<file path="config.mk">
export PLATFORM = sky130hd
export DESIGN_NAME = chm_div
export DESIGN_NICKNAME = d
export VERILOG_FILES = /design/src/rtl/chm_div.sv
export SDC_FILE = /design/constraint.sdc
export NUM_CORES = 1
export LEC_CHECK = 0
export ABC_AREA = 0
export ABC_CLOCK_PERIOD_IN_PS = 2900
export BUFFER_PORTS_ARGS = -buffer_cell sky130_fd_sc_hd__buf_2
export CAP_MARGIN = 20
export CORE_MARGIN = 3
export CORE_UTILIZATION = 35
export DETAILED_ROUTE_END_ITERATION = 8
export MAX_ROUTING_LAYER = met4
export PLACE_DENSITY_LB_ADDON = 0.3
export SLEW_MARGIN = 0
export SYNTH_ARGS = -nofsm -noshare
export SYNTH_HDL_FRONTEND = slang
export SYNTH_SLANG_ARGS = --single-unit
</file>
<file path="constraint.sdc">
create_clock -name clk -period 2.9 [get_ports clk]
set_input_delay 0.145 -clock clk [delete_from_list [all_inputs] [get_ports clk]]
set_output_delay 0.145 -clock clk [all_outputs]
set_load 0.02 [all_outputs]
</file>
<file path="src/rtl/chm_div.sv">
// restoring remainder unit, one dividend bit per cycle
// no dependencies
`timescale 1ns / 1ps

module chm_div #(
  parameter int unsigned DIVIDEND_W = 32,
  parameter int unsigned DIVISOR_W  = 9
) (
  input  logic                  clk,
  input  logic                  rst_n,
  input  logic                  start,
  input  logic [DIVIDEND_W-1:0] dividend,
  input  logic [DIVISOR_W-1:0]  divisor,
  output logic                  done,
  output logic [DIVISOR_W-1:0]  remainder
);

  localparam int unsigned CNT_W = $clog2(DIVIDEND_W + 1);

  logic [DIVIDEND_W-1:0] shift_r, shift_nxt;
  logic [DIVISOR_W-1:0]  rem_r, rem_nxt;
  logic [DIVISOR_W-1:0]  dvs_r, dvs_nxt;
  logic [CNT_W-1:0]      cnt_r, cnt_nxt;
  logic                  busy_r, busy_nxt;
  logic                  done_r, done_nxt;
  logic [DIVISOR_W:0]    trial;

  always_comb begin
    shift_nxt = shift_r;
    rem_nxt   = rem_r;
    dvs_nxt   = dvs_r;
    cnt_nxt   = cnt_r;
    busy_nxt  = busy_r;
    done_nxt  = 1'b0;
    trial     = {rem_r, shift_r[DIVIDEND_W-1]};
    if (start) begin
      shift_nxt = dividend;
      rem_nxt   = '0;
      dvs_nxt   = divisor;
      cnt_nxt   = CNT_W'(DIVIDEND_W);
      busy_nxt  = 1'b1;
    end else if (busy_r) begin
      if (trial >= {1'b0, dvs_r}) begin
        trial = trial - {1'b0, dvs_r};
      end
      rem_nxt   = trial[DIVISOR_W-1:0];
      shift_nxt = shift_r << 1;
      cnt_nxt   = cnt_r - 1'b1;
      if (cnt_r == CNT_W'(1)) begin
        busy_nxt = 1'b0;
        done_nxt = 1'b1;
      end
    end
  end

  always_ff @(posedge clk) begin
    if (!rst_n) begin
      busy_r <= 1'b0;
      done_r <= 1'b0;
      cnt_r  <= '0;
    end else begin
      busy_r <= busy_nxt;
      done_r <= done_nxt;
      cnt_r  <= cnt_nxt;
    end
    shift_r <= shift_nxt;
    rem_r   <= rem_nxt;
    dvs_r   <= dvs_nxt;
  end

  assign done      = done_r;
  assign remainder = rem_r;

endmodule

</file>
==> impl_results.md <==
* Crit share post-route at 83.7%
* Worst path required time at 3.10 ns
* Slew Viols, Final at 0
* Int Pwr at 1460 µW
* Layout cells sized above 1 at 38.2%
* Core Footprint at 0.00749 mm²
* Clock power share at 30.6%
* Status: completed
* P_leak at 0.00144 µW
* Min Hold Slack at 0.0688 ns
* Async S/R FF share, synth at 0%
* Ant diodes at 0
* Cells after synthesis at 218
* M2 GR Usage at 19.7%
* Max IR drop VDD at 0.360 mV
* Area grow syn2layout at 22.7%
* Register area share after synthesis at 56.3%
* Initial antenna violation count at 0
* CTS tree: done
* Via count at 1849
* Yosys warns at 0
* RSZ-0062 raised after global routing: no
* Synth area leader: edfxtp_1
* Worst path arrival time at 2.63 ns
* Initial Utilization at 37.3%
* Post-layout util at 45.8%
* Clock buffer depth at 2
* Mean post-synth cell area at 12.8 µm²
* First-pass GRT wire length at 8810 µm
* Pwr per Cell Area at 583 mW/mm²
* Synth Cell Area at 0.00279 mm²
* Clock buffer count from CTS at 9
* Final GP Congestion at 0.812
* Largest delay share family, worst path: compound AO/OA/AOI/OAI gates
* Post-synthesis register bit count at 58
* # Max-Cap Violations at 0
* Commonest cells post-synth: edfxtp_1, mux2_2, dfxtp_1
* IO Port Bufs at 53
* GRT overflow at 0
* Floorplan row count at 31
* Routed WL at 5500 µm
* Final-report hold violation count at 0
* Crit start category: register
* CP dominant cell by count: inv_1
* IO Count at 54
* Crit Path Class: register to register
* Crit-path max FO at 14
* Post-synth top area share at 44.1%
* Highest Clock Rate at 412 MHz
* Iter 0 DRT Violations at 66
* Reg power frac at 50.7%
* Via density at 4.72
* R2R Setup Slk at 0.47 ns
* Worst r2r dst: remainder[6]
* Clock root buffer master: clkbuf_8
* Setup TNS at 0 ns
* Post-synth EDFFs at 41
* GRT busiest layer: met2
* Post-layout min period at 2.43 ns
* Worst Hold Launch: rst_n
* Crit path buf inv count at 3
* Die height at 95.3 µm
* Area contributors post-synth: edfxtp_1, mux2_2, dfxtp_1, ha_1, nor2_1
* FF-to-FF Start: shift_r[31]
* Hold path depth at 2
* Max-slew headroom at 68.1%
* # Post-CTS Setup Buffers at 0
* Residual DRC count at 0
* Most common flop cell mapped by yosys: edfxtp_1
* Switch Pwr at 536 µW
* Worst-Margin Slew at 0.478 ns
* Die Area at 0.00909 mm²
* Reg2reg path depth at 10
* Cell Chain, Critical Path: inv_1 -> ha_1 -> inv_1 -> fa_1 -> a211oi_2 -> o31ai_2 -> a211oi_4 -> buf_4 -> mux2i_1 -> a211oi_1
* Largest net degree at the start of global routing at 33
* Hold Path End: busy_r
* Fraction of power spent switching nets at 26.8%
* H-Tree Depth at 3
* Hold Crit Class: primary input to register
* Post-synth cell types at 43
* Routed wire length per instance at 14.0 µm
* Worst-Skew Late Latency at 0.33 ns
* GRT Overall Usage at 13.5%
* Cell with the most instances after synthesis: edfxtp_1
* Final ANT Viol Nets at 0
* Clock slew at reported path FFs at 0.07 ns
* Syn Nets at 274
* Nature of the critical path endpoint: register
* Met1 Track Usage GR at 17.0%
* Delay of the slowest critical-path stage at 0.41 ns
* TritonRoute pass-1 iters at 6
* Worst Skew at 0.00957 ns
* Vias in the first global route at 1823
* Crit path max-delay cell type: fa_1
* # fillers at 718
* DP HPWL at 3740 µm
* Nets@finish at 344
* Met3 Use GR at 5.21%
* CTS Sinks at 58
* Final setup violation count at 0
* Combinational Power Share at 18.6%
* Die extent in x at 95.3 µm
==> area by class of cell <==
| class | count | area [µm²] | area share (%) |
|---|---|---|---|
| Sequential cell | 58 | 1570 | 45.9 |
| Inverter | 15 | 56.3 | 1.64 |
| Clock inverter | 4 | 18.8 | 0.548 |
| Tap cell | 99 | 124 | 3.62 |
| Clock buffer | 12 | 135 | 3.94 |
| Timing Repair Buffer | 67 | 393 | 11.5 |
| Multi-Input combinational cell | 137 | 1130 | 32.9 |
==> cell families (layout without fill, tap and decap cells) <==
group | count (synthesis) | after routing | synth area share, %
DFF | 58 | 58 | 56.3
and+or+nand+nor | 50 | 50 | 8.78
muxes | 35 | 35 | 13.9
AOI/OAI and AO/OA | 30 | 30 | 8.87
buffers and inverters | 23 | 98 | 3.36
adders and majority gates | 12 | 12 | 5.65
xor gates and xnor gates | 10 | 10 | 3.14
==> cells in the final DEF (no fill, tap or decap), types with 3 or more instances in the layout <==
cell           synthesis  final
ha_1                  11     11
mux2_2                31     31
nor2_1                16     16
clkbuf_1               4      3
nand2_1               10     10
buf_4                  0      5
a311oi_1               3      3
clkbuf_8               0      9
nand4_1                3      3
a211oi_1               5      5
xnor2_1                4      4
nand3_1                5      5
buf_2                  0     53
edfxtp_1              41     41
dfxtp_1               17     17
clkinv_2               0      3
mux2i_1                4      4
nor3_1                 5      5
dlygate4sd3_1          0      9
a21oi_1                4      4
xor2_1                 6      6
inv_1                 15     15
==> power groups by stage <==
stage	logic (µW)	clock network (µW)	registers [µW]
after floorplan	257	0	1040
after global placement	360	0	1030
after detailed placement	366	0	1030
after CTS	377	640	1010
after global routing	416	674	1020
final	372	612	1010
==> sequential cells by signal, indices dropped and copies added, names as in the netlist <==
register	count
dvs_r	9
done	1
busy_r	1
remainder	9
shift_r	32
cnt_r	6
==> stage by stage <==
step / cells / power, µW / cell area (µm²) / worst slack (ns)
floorplan: 218 / 1290 / 2790 / 0.566
global placement: 367 / 1390 / 3180 / 0.527
detailed placement: 367 / 1400 / 3180 / 0.443
CTS: 392 / 2030 / 3430 / 0.451
global route: 392 / 2110 / 3430 / 0.289
finish: 392 / 2000 / 3430 / 0.473
==> repair_timing <==
action | CTS | global route
endpoints found under the hold margin | 9 | 0
hold buffers | 9 | 0
gates resized for setup | 0 | 0
==> worst max-delay path by stage <==
| stage | startpoint | end | slack, ns | cells past startpoint |
|---|---|---|---|---|
| after floorplan | shift_r[31] | remainder[4] | 0.57 | 10 |
| after global placement | shift_r[31] | remainder[6] | 0.53 | 10 |
| after detailed placement | shift_r[31] | remainder[6] | 0.44 | 10 |
| after CTS | shift_r[31] | remainder[6] | 0.45 | 10 |
| after global routing | shift_r[31] | remainder[7] | 0.29 | 10 |
| final | shift_r[31] | remainder[6] | 0.47 | 10 |
==> layer usage <==
layer	up-vias	wire, µm
met5	-	0
met4	0	84
met3	6	298
met2	49	2540
met1	853	2580
li1	941	-
(Power assumes the default switching activity.)
